`config.mk`:
```
export PLATFORM = sky130hd
export DESIGN_NAME = sfh_rem
export DESIGN_NICKNAME = d
export VERILOG_FILES = /design/src/rtl/sfh_pkg.sv /design/src/rtl/sfh_rem.sv
export SDC_FILE = /design/constraint.sdc
export NUM_CORES = 1
export LEC_CHECK = 0
export BUFFER_PORTS_ARGS = -buffer_cell sky130_fd_sc_hd__buf_4
export CORE_AREA = 2 2 39 41
export CTS_CLUSTER_DIAMETER = 30
export DETAILED_ROUTE_END_ITERATION = 7
export DIE_AREA = 0 0 41 43
export PLACE_DENSITY_LB_ADDON = 0.05
export SKIP_CTS_REPAIR_TIMING = 1
export SLEW_MARGIN = 20
export SYNTH_ARGS = -nofsm -noshare
export SYNTH_HDL_FRONTEND = slang
export SYNTH_SLANG_ARGS = --single-unit
```
`constraint.sdc`:
```
create_clock -name clk -period 0.8 [get_ports clk]
set_input_delay 0.08 -clock clk [delete_from_list [all_inputs] [get_ports clk]]
set_output_delay 0.08 -clock clk [all_outputs]
set_load 0.1 [all_outputs]
```
`src/rtl/sfh_pkg.sv`:
```
`default_nettype none
package sfh_pkg;

  // Table geometry
  localparam int TABLE_SIZE  = 1024;
  localparam int MAX_KEY_LEN = 64;

  // Port field widths
  localparam int SLOT_W  = 10;
  localparam int COUNT_W = 32;
  localparam int KLEN_W  = 7;

  localparam logic [31:0] HASH_SEED = 32'd5381;

  // Operation codes
  localparam logic OP_BYTE = 1'b0;
  localparam logic OP_READ = 1'b1;

  typedef enum logic [1:0] {
    ST_FOUND    = 2'd0,
    ST_INSERTED = 2'd1,
    ST_FULL     = 2'd2,
    ST_READ     = 2'd3
  } status_t;

  typedef enum logic [3:0] {
    S_CLEAR,
    S_IDLE,
    S_DIV,
    S_META_RD,
    S_META_CHK,
    S_CMP_RD,
    S_CMP_CHK,
    S_COPY_RD,
    S_COPY_WR,
    S_RD_WAIT,
    S_EMIT
  } state_t;

endpackage
`default_nettype wire

```
`src/rtl/sfh_rem.sv`:
```
`default_nettype none
// Home slot of a 32-bit hash: remainder by the table size, registered once.
module sfh_rem (
  input  wire logic                                   clk,
  input  wire logic                                   rst,
  input  wire logic                                   start,
  input  wire logic [31:0]                            dividend,
  output logic                                        done,
  output logic [$clog2(sfh_pkg::TABLE_SIZE)-1:0]      rem
);

  localparam int SW = $clog2(sfh_pkg::TABLE_SIZE);

  // Flag the result in the cycle after start
  always_ff @(posedge clk) begin
    if (rst) begin
      done <= 1'b0;
    end else begin
      done <= start;
    end
  end

  // Table size is a power of two, so the remainder is the low hash bits
  always_ff @(posedge clk) begin
    if (start) begin
      rem <= SW'(dividend % 32'(sfh_pkg::TABLE_SIZE));
    end
  end

endmodule
`default_nettype wire

```
-- Yosys cells after proc, flatten, opt, wreduce, memory -nomap -nowiden
Cells that the tools add are included.
- register bits: 11
- bits of input ports: 35
- output and inout port bits: 11
- logic and storage cells: 2

-- Depth between registers and ports, before layout
- word-level depth: 0
- mapped depth: 1
- depth with buffers taken out: 1

-- Worst setup path after synthesis
Ideal clock, no wire load.
- path kind: reg-to-output
- start: reg done
- end: out done
- arrival time: 909 ps
- data required time: 720 ps
- path slack: -189 ps
- stages on the path, launching flop included: 1
- path buffers: 0
- cell sequence: dfxtp_1
- RTL lines (item ; RTL line ; source):
    from (decl) ; sfh_rem.sv:8 ; output logic done,
    from (signal assigned) ; sfh_rem.sv:19 ; done <= start;
No word-level cell between the ends.

-- Worst setup path after layout
- start: reg rem[0] in the netlist's numbering
- end: out rem[0] in the netlist's numbering
- RTL lines (item ; RTL line ; source):
    from (decl) ; sfh_rem.sv:9 ; output logic [$clog2(sfh_pkg::TABLE_SIZE)-1:0] rem
    from (signal assigned) ; sfh_rem.sv:26 ; rem <= SW'(dividend % 32'(sfh_pkg::TABLE_SIZE));
No word-level cell between the ends.

==> flow_summary.json <==
{
  "post_dp_cell_area_um2": 528.0,
  "grt_usage_pct": 8.951,
  "crit_family": "flip-flops",
  "tns_ps": -1259,
  "grt_pass1_vias": 232,
  "setup_ws_ps": -138.1,
  "synthTopCellsByArea": "edfxtp_1, dfxtp_1, nor2b_4",
  "num_rows": 14,
  "p_leak_nw": 0.3029,
  "fillers": 118,
  "pre_cts_ws_ps": 107.8,
  "dp_cells": 51,
  "synth_most_common_cell": "edfxtp_1",
  "port_buffers": 23,
  "drive_gt1_share_pct": 56.00,
  "fin_util_pct": 51.90,
  "core_area_um2": 1384,
  "max-slew-margin-rel_pct": 86.44,
  "yosysUniqueCellTypes": 3,
  "critPathLaunchType": "flip-flop",
  "p_per_area_nw_per_um2": 2186,
  "finalPower_mw": 1.570,
  "ant_nets": 0,
  "syn_area_um2": 334.1,
  "crit_chain": "buf_6",
  "die_h_um": 43,
  "fin_crit_ps": 938.1,
  "worst_ep_required_time_ps": 720,
  "antenna_cells": 0,
  "grt_max_degree": 12,
  "cp_num_buf_inv": 1,
  "cts-root-buf": "clkbuf_4",
  "path_class": "reg2out",
  "status": "complete, but fails checks",
  "grt_overflow": 0,
  "hold_path_class": "in2reg",
  "initial_core_util_pct": 24.14,
  "fin_nets": 86,
  "fin_cells": 66,
  "postSynthCellCount": 12,
  "tightestPinTransition_ps": 204.0,
  "die-area_um2": 1763,
  "synth_top_area_share_pct": 89.89,
  "period_share_pct": 117.3,
  "hold_slack_ps": 131.3,
  "synth_top_cell_by_area": "edfxtp_1",
  "path_max_fanout": 1,
  "cts_max_path_buffers": 2,
  "maxSlewViolCount": 0,
  "die_x_um": 41,
  "irDropWorstVdd_uv": 810.2,
  "finalSetupViolCount": 11,
  "synthFlopType": "edfxtp_1",
  "vias_per_cell": 3.788,
  "io_pins": 46,
  "gp_congestion": 0.5548,
  "yosysWarnings": 0,
  "syn_nets": 47,
  "maxCapViolCount": 0,
  "synth_commonest_cells": "edfxtp_1, dfxtp_1, nor2b_4",
  "synth_seq_cells": 11,
  "synthArstFlopShare_pct": 0,
  "cts_tree": "yes",
  "routed_wl_um": 710,
  "grt_pass1_wl_um": 966,
  "synth_edf_count": 10,
  "ys_seq_area_share_pct": 95.88,
  "final_area_um2": 718.2,
  "drc": 0,
  "critical-path-max-stage-delay_ps": 400,
  "numCtsBuffers": 3,
  "finalHoldViolations": 0,
  "clkTransAtPathRegs_ps": 60,
  "maxClockFrequency_mhz": 1066,
  "grt_antenna_before_repair": 0,
  "routedWlPerCell_um": 10.76,
  "initialDrtViolationCount": 6,
  "h-tree-depth": 1,
  "via_count": 250,
  "worst_setup_path_end_kind": "primary output",
  "cpMaxStageDelayCell": "edfxtp_1",
  "dr.pass1.iters": 2,
  "critical_path_arrival_ps": 860,
  "violations": "setup timing",
  "syn_area_per_cell_um2": 27.84,
  "clock_sinks": 11,
  "rsz0062_at_grt": "yes",
  "area_delta_synth_final_pct": 115.0
}
[power by group]
group	total, mW	internal (mW)	switching (mW)
Combinational	0.518	0.163	0.355
Sequential	0.699	0.677	0.0220
Clock	0.354	0.192	0.161
[flip-flops by register name, indices dropped and copies added, names as in the netlist]
name  flops
rem      10
done      1
[cells by family after synthesis]
logic type / Yosys count / synth area share, %
and+or+nand+nor: 1 / 4.119
DFF: 11 / 95.88
[metal layers]
layer,track usage (%),vias to the layer above,part of all wire (%)
li1,-,122,-
met1,12.54,104,41
met2,10.31,24,43
met3,3.141,0,16
met4,8.000,0,0
met5,0,-,0
[layout make-up]
class	count	area (µm²)	area share [%]
timing repair buffer	34	336.6	46.86
sequential	11	321.6	44.77
clock buffer	4	26.28	3.659
tap	16	20.02	2.787
multi-input combinational	1	13.76	1.916
[cells in the final DEF (no fill, tap or decap)]
cell,synthesis,routed
buf_12,0,1
buf_4,0,12
buf_6,0,9
buf_8,0,1
clkbuf_1,0,1
clkbuf_4,0,3
dfxtp_2,0,1
dlygate4sd3_1,0,11
edfxtp_1,10,10
nor2b_4,1,1
[final timing paths]
path / startpoint / end / slack, ps / cells past startpoint
max: rem[0] / rem[0] / -140 / 1
min: start / rem[1] / 130 / 1
Note: power is estimated with default switching activity, not from simulation.
